===== src/rtl/core/rzct_pkg.sv =====
// ============================================================================
// rzct_pkg: shared constants and types of the rising zero-crossing timer
// Field widths, stream packing and the request/response records of the
// shared divider.
// ============================================================================
`default_nettype none

package rzct_pkg;

  // Field widths of the sample stream.
  localparam int SAMPLE_BITS = 16;
  localparam int TIME_BITS   = 32;
  localparam int CHAN_BITS   = 4;

  // Configuration register and result index.
  localparam int UNIT_BITS  = 32;
  localparam int INDEX_BITS = 32;

  // Stream packing. Input tdata: sample, then sample_time. Input tuser:
  // channel_start, then channel_id. Output tdata: crossing_index. Output
  // tuser: crossing_channel.
  localparam int S_DATA_BITS = ((SAMPLE_BITS + TIME_BITS + 7) / 8) * 8;
  localparam int S_USER_BITS = 1 + CHAN_BITS;
  localparam int M_DATA_BITS = ((INDEX_BITS + 7) / 8) * 8;
  localparam int M_USER_BITS = CHAN_BITS;

  // Datapath widths. The product of a time step and a sample magnitude is
  // the dividend of the interpolation. Quotients never exceed TIME_BITS, so
  // the divider produces TIME_BITS quotient bits rounded up to an even
  // count, two bits per cycle.
  localparam int PROD_BITS  = TIME_BITS + SAMPLE_BITS;
  localparam int DVS_BITS   = (SAMPLE_BITS > UNIT_BITS) ? SAMPLE_BITS : UNIT_BITS;
  localparam int QUO_BITS   = TIME_BITS + (TIME_BITS % 2);
  localparam int STEP_COUNT = QUO_BITS / 2;
  localparam int CNT_BITS   = $clog2(STEP_COUNT + 1);

  // Request to the divider. The dividend is rem_init * 2^QUO_BITS + low,
  // with rem_init below the divisor.
  typedef struct packed {
    logic                start;
    logic [DVS_BITS-1:0] rem_init;
    logic [QUO_BITS-1:0] low;
    logic [DVS_BITS-1:0] divisor;
  } div_req_t;

  // Response of the divider. done pulses for one cycle with quotient valid.
  typedef struct packed {
    logic                busy;
    logic                done;
    logic [QUO_BITS-1:0] quotient;
  } div_rsp_t;

endpackage

`default_nettype wire


===== src/rtl/core/rzct_divider.sv =====
// ============================================================================
// rzct_divider: iterative restoring divider, two quotient bits per cycle
// Shared by the interpolation step and the time-unit scaling.
// ============================================================================
`default_nettype none

module rzct_divider (
  input  wire logic               clk,
  input  wire logic               rst,
  input  wire rzct_pkg::div_req_t req,
  output rzct_pkg::div_rsp_t      rsp
);
  import rzct_pkg::*;

  logic                busy;
  logic                done;
  logic [CNT_BITS-1:0] count;
  logic [DVS_BITS-1:0] rem;
  logic [QUO_BITS-1:0] low;
  logic [DVS_BITS-1:0] divisor;

  logic [DVS_BITS:0]   trial1;
  logic [DVS_BITS:0]   trial2;
  logic [DVS_BITS-1:0] rem1;
  logic [DVS_BITS-1:0] rem_next;
  logic                bit1;
  logic                bit2;

  // Two dependent restoring steps per cycle. A zero divisor gives all ones.
  always_comb begin
    trial1   = {rem, low[QUO_BITS-1]};
    bit1     = (trial1 >= {1'b0, divisor});
    rem1     = bit1 ? DVS_BITS'(trial1 - {1'b0, divisor}) : DVS_BITS'(trial1);
    trial2   = {rem1, low[QUO_BITS-2]};
    bit2     = (trial2 >= {1'b0, divisor});
    rem_next = bit2 ? DVS_BITS'(trial2 - {1'b0, divisor}) : DVS_BITS'(trial2);
  end

  always_ff @(posedge clk) begin
    if (rst) begin
      busy  <= 1'b0;
      done  <= 1'b0;
      count <= '0;
    end else begin
      done <= 1'b0;
      if (req.start) begin
        busy  <= 1'b1;
        count <= CNT_BITS'(STEP_COUNT);
      end else if (busy) begin
        count <= count - 1'b1;
        if (count == CNT_BITS'(1)) begin
          busy <= 1'b0;
          done <= 1'b1;
        end
      end
    end
  end

  // Operand registers; the quotient bits shift into the low word.
  always_ff @(posedge clk) begin
    if (req.start) begin
      rem     <= req.rem_init;
      low     <= req.low;
      divisor <= req.divisor;
    end else if (busy) begin
      rem <= rem_next;
      low <= {low[QUO_BITS-3:0], bit1, bit2};
    end
  end

  assign rsp.busy     = busy;
  assign rsp.done     = done;
  assign rsp.quotient = low;

  a_start_idle: assert property (@(posedge clk) disable iff (rst)
    req.start |-> !busy)
    else $error("divider started while busy");

  a_start_runs: assert property (@(posedge clk) disable iff (rst)
    req.start |=> busy && count == CNT_BITS'(STEP_COUNT))
    else $error("divider did not begin its step count");

  a_done_after_busy: assert property (@(posedge clk) disable iff (rst)
    done |-> $past(busy) && !busy)
    else $error("divider done without a finished run");

  a_count_live: assert property (@(posedge clk) disable iff (rst)
    busy |-> count != '0)
    else $error("divider busy with an empty step count");

endmodule

`default_nettype wire


===== src/rtl/core/rising_zero_crossing_timer_top.sv =====
// ============================================================================
// rising_zero_crossing_timer_top: interpolated rising zero-crossing timer
// Finds negative-to-positive sign changes in a sampled sonar signal and
// reports the linearly interpolated crossing time, scaled by a time unit.
// ============================================================================
//
//   Channel   Dir  Handshake          Word contents (low bit first)
//   s_axis    in   tvalid / tready    tdata: sample, sample_time
//                                     tuser: channel_start, channel_id
//   m_axis    out  tvalid / tready    tdata: crossing_index
//                                     tuser: crossing_channel
//   cfg       in   cfg_wen            cfg_wdata: time_unit
//
// A word that does not complete a crossing only updates the stored previous
// sample and time. A word that completes a crossing takes a multiply, a pass
// through the one shared divider, an add, a second divider pass (two quotient
// bits a step each time) and an output load. s_axis_tready is low while a
// word is being worked on. The result register lets a new word enter while
// a result waits on m_axis; a stalled result only holds the next crossing
// at its final load. rst is synchronous and active high; it clears the
// stored sample history, sets time_unit to one and empties the result
// register.
//
`default_nettype none

module rising_zero_crossing_timer_top (
  input  wire logic                             clk,
  input  wire logic                             rst,
  // Configuration: time_unit, ticks per output index step.
  input  wire logic                             cfg_wen,
  input  wire logic [rzct_pkg::UNIT_BITS-1:0]   cfg_wdata,
  // Sample stream.
  input  wire logic                             s_axis_tvalid,
  output logic                                  s_axis_tready,
  // tdata fields from bit 0: sample, sample_time.
  input  wire logic [rzct_pkg::S_DATA_BITS-1:0] s_axis_tdata,
  // tuser fields from bit 0: channel_start, channel_id.
  input  wire logic [rzct_pkg::S_USER_BITS-1:0] s_axis_tuser,
  // Crossing stream.
  output logic                                  m_axis_tvalid,
  input  wire logic                             m_axis_tready,
  // tdata fields from bit 0: crossing_index.
  output logic [rzct_pkg::M_DATA_BITS-1:0]      m_axis_tdata,
  // tuser fields from bit 0: crossing_channel.
  output logic [rzct_pkg::M_USER_BITS-1:0]      m_axis_tuser
);
  import rzct_pkg::*;

  typedef enum logic [2:0] {
    S_IDLE,
    S_MUL,
    S_DIV1,
    S_WAIT1,
    S_ADD,
    S_DIV2,
    S_WAIT2,
    S_EMIT
  } state_t;

  state_t state;

  // Unpacked input fields.
  logic signed [SAMPLE_BITS-1:0] in_sample;
  logic [TIME_BITS-1:0]          in_time;
  logic                          in_start;
  logic [CHAN_BITS-1:0]          in_chan;
  logic                          accept;
  logic                          crossing;

  assign in_sample = s_axis_tdata[SAMPLE_BITS-1:0];
  assign in_time   = s_axis_tdata[SAMPLE_BITS +: TIME_BITS];
  assign in_start  = s_axis_tuser[0];
  assign in_chan   = s_axis_tuser[1 +: CHAN_BITS];

  assign s_axis_tready = (state == S_IDLE);
  assign accept        = s_axis_tvalid && s_axis_tready;

  // Configuration register.
  logic [UNIT_BITS-1:0] time_unit;

  always_ff @(posedge clk) begin
    if (rst) begin
      time_unit <= UNIT_BITS'(1);
    end else if (cfg_wen) begin
      time_unit <= cfg_wdata;
    end
  end

  // Sample history. It is loaded by every accepted word.
  logic signed [SAMPLE_BITS-1:0] prev_sample;
  logic [TIME_BITS-1:0]          prev_time;
  logic                          prev_valid;

  // A crossing needs a stored sample that is strictly negative, followed by
  // a strictly positive one that is not a channel start.
  assign crossing = prev_valid && !in_start && (prev_sample < 0) && (in_sample > 0);

  always_ff @(posedge clk) begin
    if (rst) begin
      prev_sample <= '0;
      prev_time   <= '0;
      prev_valid  <= 1'b0;
    end else if (accept) begin
      prev_sample <= in_sample;
      prev_time   <= in_time;
      prev_valid  <= 1'b1;
    end
  end

  // Working registers of one crossing.
  logic signed [SAMPLE_BITS-1:0] base_sample;
  logic [TIME_BITS-1:0]          base_time;
  logic signed [SAMPLE_BITS-1:0] cur_sample;
  logic [TIME_BITS-1:0]          cur_time;
  logic [CHAN_BITS-1:0]          cur_chan;
  logic [PROD_BITS-1:0]          product;
  logic [SAMPLE_BITS-1:0]        span;
  logic [TIME_BITS-1:0]          cross_time;

  logic [TIME_BITS-1:0]          delta;
  logic [SAMPLE_BITS-1:0]        mag;
  logic [SAMPLE_BITS-1:0]        span_next;

  // The time step wraps modulo 2^TIME_BITS. The magnitude of the negative
  // sample fits SAMPLE_BITS unsigned, and so does the sample span.
  always_comb begin
    delta     = cur_time - base_time;
    mag       = SAMPLE_BITS'(-base_sample);
    span_next = SAMPLE_BITS'(cur_sample) + mag;
  end

  div_req_t div_req;
  div_rsp_t div_rsp;

  // First pass: time step times magnitude over span. The quotient stays
  // below the time step, so the bits above QUO_BITS are a valid initial
  // remainder. Second pass: crossing time over time_unit.
  always_comb begin
    div_req.start = (state == S_DIV1) || (state == S_DIV2);
    if (state == S_DIV1) begin
      div_req.rem_init = DVS_BITS'(product >> QUO_BITS);
      div_req.low      = QUO_BITS'(product);
      div_req.divisor  = DVS_BITS'(span);
    end else begin
      div_req.rem_init = '0;
      div_req.low      = QUO_BITS'(cross_time);
      div_req.divisor  = DVS_BITS'(time_unit);
    end
  end

  rzct_divider u_divider (
    .clk (clk),
    .rst (rst),
    .req (div_req),
    .rsp (div_rsp)
  );

  always_ff @(posedge clk) begin
    if (accept) begin
      base_sample <= prev_sample;
      base_time   <= prev_time;
      cur_sample  <= in_sample;
      cur_time    <= in_time;
      cur_chan    <= in_chan;
    end
    if (state == S_MUL) begin
      product <= PROD_BITS'(delta) * PROD_BITS'(mag);
      span    <= span_next;
    end
    if (state == S_ADD) begin
      cross_time <= base_time + TIME_BITS'(div_rsp.quotient);
    end
  end

  // Scaled index; a zero time unit or a quotient beyond the index width
  // reads as all ones.
  logic                  index_sat;
  logic [INDEX_BITS-1:0] index_val;

  always_comb begin
    index_sat = (time_unit == '0) || ((div_rsp.quotient >> INDEX_BITS) != '0);
    index_val = index_sat ? '1 : INDEX_BITS'(div_rsp.quotient);
  end

  logic [INDEX_BITS-1:0] index_hold;
  logic                  emit_load;

  // The finished crossing moves into the result register once that register
  // is empty or is being read in the same cycle.
  assign emit_load = (state == S_EMIT) && (!m_axis_tvalid || m_axis_tready);

  // Sequencer and result register.
  always_ff @(posedge clk) begin
    if (rst) begin
      state         <= S_IDLE;
      m_axis_tvalid <= 1'b0;
    end else begin
      if (emit_load) begin
        m_axis_tvalid <= 1'b1;
        m_axis_tdata  <= M_DATA_BITS'(index_hold);
        m_axis_tuser  <= cur_chan;
      end else if (m_axis_tvalid && m_axis_tready) begin
        m_axis_tvalid <= 1'b0;
      end
      case (state)
        S_IDLE: begin
          if (accept && crossing) begin
            state <= S_MUL;
          end
        end
        S_MUL: begin
          state <= S_DIV1;
        end
        S_DIV1: begin
          state <= S_WAIT1;
        end
        S_WAIT1: begin
          if (div_rsp.done) begin
            state <= S_ADD;
          end
        end
        S_ADD: begin
          state <= S_DIV2;
        end
        S_DIV2: begin
          state <= S_WAIT2;
        end
        S_WAIT2: begin
          if (div_rsp.done) begin
            index_hold <= index_val;
            state      <= S_EMIT;
          end
        end
        S_EMIT: begin
          if (emit_load) begin
            state <= S_IDLE;
          end
        end
        default: begin
          state <= S_IDLE;
        end
      endcase
    end
  end

endmodule

`default_nettype wire


===== config.mk =====
export PLATFORM = sky130hd
export DESIGN_NAME = rising_zero_crossing_timer_top
export DESIGN_NICKNAME = d
export VERILOG_FILES = /design/src/rtl/core/rzct_pkg.sv /design/src/rtl/core/rzct_divider.sv /design/src/rtl/core/rising_zero_crossing_timer_top.sv
export SDC_FILE = /design/constraint.sdc
export NUM_CORES = 2
export LEC_CHECK = 0
export ABC_AREA = 1
export ABC_CLOCK_PERIOD_IN_PS = 6900
export BUFFER_PORTS_ARGS = -buffer_cell sky130_fd_sc_hd__buf_2
export CAP_MARGIN = 25
export CORE_MARGIN = 3
export CORE_UTILIZATION = 55
export DETAILED_ROUTE_END_ITERATION = 12
export MAX_ROUTING_LAYER = met4
export PLACE_DENSITY = 0.87
export RECOVER_POWER = 50
export SLEW_MARGIN = 20
export SYNTH_ARGS = -nofsm -noshare
export SYNTH_HDL_FRONTEND = slang
export SYNTH_SLANG_ARGS = --single-unit

===== constraint.sdc =====
create_clock -name clk -period 6.9 [get_ports clk]
set_input_delay 1.38 -clock clk [delete_from_list [all_inputs] [get_ports clk]]
set_output_delay 1.38 -clock clk [all_outputs]
set_load 0.01 [all_outputs]

==> Word level (Yosys, flattened, before mapping) <==
Index checks and enable logic that the tools add are counted.
{ "op_classes": {"add_sub_neg": 7, "n_mux": 20, "n_eq_ne": 12, "n_mul": 1, "bitwise_logic": 2, "n_lt_le_gt_ge": 4, "reduce_logical": 20} }
{ "op_table": {"columns": ["cell", "count"], "rows": [
  ["$mux 32", 6],
  ["$sub 32x32->32", 3],
  ["$mux 80", 1],
  ["$ge 33x32->1", 2],
  ["$mul 32x16->48", 1],
  ["$add 32x32->32", 1],
  ["$logic_not 32->1", 1],
  ["$pmux 3 s8", 1],
  ["$add 16x16->16", 1],
  ["$gt 16x1->1 const B", 1],
  ["$lt 16x1->1 const B", 1],
  ["$neg 16->16", 1],
  ["$eq 3x3->1 const B", 4],
  ["$mux 3", 4],
  ["$mux 5", 2],
  ["$logic_and 1x1->1", 7],
  ["$eq 3x2->1 const B", 2],
  ["$mux 1", 6],
  ["$ne 2x1->1 const B", 3],
  ["$eq 5x1->1 const B", 1],
  ["$sub 5x1->5 const B", 1],
  ["$reduce_and 4->1", 1],
  ["$reduce_bool 2->1", 2],
  ["$eq 3x1->1 const B", 1],
  ["other kinds (9)", 12]
]} }
{ "totals": {"input_bits": 90, "out_inout_bits": 38, "word_cells": 91, "register_bits": 452} }

==> Logic depth before layout (Yosys ltp) <==
{ "depth": {"word_depth": 7, "depth_mapped": 39, "mapped_depth_nobuf": 38} }

==> Cells and area by module <==
Synthesis repeated with hierarchy kept, for this count alone.
{ "unflattened": {"hier_cells": 5902, "hier_area_um2": 44754.2} }
{ "modules_own_cells": {"columns": ["mod", "cells_each", "seq_area_each_um2", "area_each_um2", "n_inst"], "rows": [
  ["rising_zero_crossing_timer_top", 4428, 9629.2, 35099.9, 1],
  ["rzct_divider", 1474, 3022.9, 9654.3, 1]
]} }

==> Worst setup path before layout <==
No wires, ideal clock.
{ "synth_timing": {"path_kind": "reg2reg", "start": "reg base_time[0]", "end": "reg product[32], data pin", "t_required_ps": 6639, "path_buffers": 1, "setup_slack_ps": -232, "setup_ps": 261, "arrival_time_ps": 6871, "path_stages_with_launch": 32, "synth_period_minus_slack_ps": 7132, "path_cell_list": "edfxtp_1 ha_1 fa_1 nand3b_1 nand2_1 a21oi_1 o21ai_0 xor2_1 inv_1 clkbuf_1 nand2_1 fa_1 inv_1 fa_1 inv_1 fa_1 fa_1 inv_1 fa_1 inv_1 fa_1 inv_1 ha_1 a21oi_1 o21ai_0 a21oi_1 o21ai_0 a21oi_1 o21bai_1 nand2_1 nand2_1 xor2_1"} }
{ "synth_between": {"elab_chain_cells": 2} }
{ "synth_rtl": {"columns": ["item", "line_no", "source"], "rows": [
  ["start: declaration", "rising_zero_crossing_timer_top.sv:112", "logic [TIME_BITS-1:0] base_time;"],
  ["start signal: assignment", "rising_zero_crossing_timer_top.sv:161", "base_time <= prev_time;"],
  ["$sub 32x32->32", "rising_zero_crossing_timer_top.sv:127", "delta = cur_time - base_time;"],
  ["$mul 32x16->48", "rising_zero_crossing_timer_top.sv:167", "product <= PROD_BITS'(delta) * PROD_BITS'(mag);"],
  ["end signal: assignment", "rising_zero_crossing_timer_top.sv:167", null],
  ["end: declaration", "rising_zero_crossing_timer_top.sv:116", "logic [PROD_BITS-1:0] product;"]
]} }
No other way between the ends.
A chain may end at the register's enable or synchronous reset.

==> Worst setup path in the final report <==
{ "layout_timing": {"start": "reg base_time[0]", "end": "reg product[47], data pin"} }
Same word-level chain as after synthesis.

==> flow_summary.toml <==
[critical_path]
startpoint_type = "flip-flop"
endpoint_kind = "flip-flop"
arrival_ns = 8.11
critPathSlowestCell = "fa_1"
cp_data_required_time_ns = 7.28
slowest_delay_ns = 0.57
critPathKind = "flip-flop to flip-flop"
worstPathMaxFanout = 4
crit_top_cell = "fa_1"

[layout]
utilization_pct = 69.83
seqCellArea_um2 = 12650
layout.nets = 6288
largest_reg_flops = 48
fillers = 5184
multiInputGateArea_um2 = 27140
fin_cells = 6519
drive_above_1_share_pct = 21.83
syn_to_final_growth_pct = 24.49
largest-register = "product"

[clock_network]
cts_root_buf = "clkbuf_16"
htree_levels = 2
cts_buffers = 46
ctsLongestPathBuffers = 3
cts_tree = "done"
worst_skew_pair.late_latency_ns = 0.64
clk_pin_slew_ns = 0.07
cts.sinks = 452

[timing]
period_share_pct = 112.0
fin_setup_tns_ns = -23.77
fin_ws_ns = -0.8283
slew_viol_final = 430
max_freq_ghz = 0.1294
tightest_slew_ns = 4.245
maxSlewHeadroom_pct = -183.0
grt_setup_unrepaired = "yes"
fin_worst_skew_ns = 0.04414
finalSetupViolCount = 69
min_period_ns = 7.728
final-hold-violation-count = 0

[grt]
grt_max_degree = 91
antenna_found_initial = 14
grt_pass1_vias = 38900
grt_usage_pct = 37.71
grt_overflow = 0
grt_pass1_wl_um = 218800

[floorplanning]
die_h_um = 280.2
dieWidth_um = 280.2
num_rows = 99
coreArea_um2 = 73700
io_pins = 128
die_area_um2 = 78490
initial_core_util_pct = 56.09

[logic_synthesis]
yosysMostFrequentCell = "nand2_1"
synth_top_area_share_pct = 26.15
synth_edf_count = 360
synthTopCellsByCount = "1,016 x nand2_1, 894 x inv_1, 486 x nor2_1"
netlist_area_um2 = 41340
synth_largest_area_cell = "edfxtp_1"
synth_ff_type = "edfxtp_1"
synth-seq-area-share_pct = 30.60
yosysUniqueCellTypes = 60
synth_cells = 4895
synth_async_sr_flop_share_pct = 0
ys_warn_count = 0
synth_seq_cells = 452
synthTopCellsByArea = "edfxtp_1 26%, fa_1 20%, nand2_1 9.2%"
syn_avg_cell_area_um2 = 8.446
synth_fp_nets = 5676

[drt]
drt_iter0_markers = 5348
wl_um = 155200
postRouteAntennaNets = 0
routedWlPerCell_um = 23.81
viasPerCell = 6.042
vias = 39390
drt_pass1_iterations = 13
drc = 1

[min_path]
hold_class = "flip-flop to flip-flop"

[placed_design]
place_inst = 6357
dp_hpwl_um = 110400
port_buffers = 127
globalplace.congestion = 1.038
pre_cts_ws_ns = -0.9146

[status]
outcome = "finished, violations left"
violations = "DRC, capacitance limit, slew limit, setup timing"

[run]
maxCapViolCount = 9
routing by layer:
| layer | global-route usage (%) | share of wire, % | vias to the layer above |
|---|---|---|---|
| met2 | 58.49 | 44 | 2976 |
| met3 | 8.321 | 12 | 1025 |
| li1 | - | - | 16840 |
| met4 | 24.69 | 10 | 0 |
| met1 | 44.48 | 33 | 18540 |
| met5 | - | 0 | - |
stage by stage:
step,hold WS (ns),cell area [um^2]
floorplan,0.4003,41400
global placement,0.4010,46690
detailed placement,0.4045,46740
CTS,0.4112,49990
global route,0.4275,51460
finish,0.4125,51460
layout by cell type (no fill, tap or decap), types with 53 or more instances in the layout:
master | netlist | layout
buf_2 | 25 | 88
inv_2 | 6 | 60
buf_6 | 7 | 53
nor2_1 | 486 | 430
xor2_1 | 90 | 79
nand2_1 | 1016 | 923
xnor2_1 | 60 | 53
o21ai_0 | 185 | 150
edfxtp_1 | 360 | 360
inv_1 | 894 | 831
a21oi_1 | 310 | 269
ha_1 | 268 | 227
buf_4 | 3 | 474
nand2_2 | 11 | 69
fa_1 | 423 | 395
nand3_1 | 233 | 214
dfxtp_1 | 92 | 92
clkbuf_1 | 93 | 57
final timing paths:
path                                startpoint               end  slack [ns]  cells after the start
worst min register to register  index_hold[14]  m_axis_tdata[14]        0.41                      0
worst max register to register    base_time[0]       product[47]       -0.83                     33
worst min-delay path            index_hold[14]  m_axis_tdata[14]        0.41                      0
worst max-delay path              base_time[0]       product[47]       -0.83                     33
area by class of cell:
| class | instances | area share (%) |
|---|---|---|
| Multi-Input combinational cell | 3397 | 52.73 |
| Sequential cell | 452 | 24.58 |
| Timing Repair Buffer | 696 | 10.43 |
| Inverter | 914 | 6.768 |
| Clock buffer | 54 | 2.353 |
| Tap cell | 959 | 2.332 |
| Clock inverter | 31 | 0.7294 |
| Antenna cell | 16 | 0.07780 |
critical path: cells and delay by family (launching register included):
| kind | cells | cell delay [ns] |
|---|---|---|
| simple gates | 15 | 2.08 |
| flops | 1 | 0.40 |
| fa+ha+maj | 9 | 4.15 |
| buf+inv | 7 | 0.68 |
| xor+xnor | 2 | 0.19 |
kinds of logic (layout without fill, tap and decap cells):
family	Yosys count	count (layout)	share of synthesized area [%]
compound gates	663	663	8.892
xor+xnor	152	152	3.257
fa+ha+maj	691	691	28.59
buf+inv	1046	1695	9.733
flops	452	452	30.60
other cells	0	16	0
simple gates	1891	1891	18.92
what timing repair did:
action,in CTS,in global routing
gates cloned,0,2
setup buffers,36,40
gates resized for setup,340,312
endpoints found under the setup margin,38,37
pin swaps,144,173
hold buffers,0,0
Power is left out: the tool's default activity adds up to more than one toggle a clock period on the data nets, which glitch-free logic cannot reach.
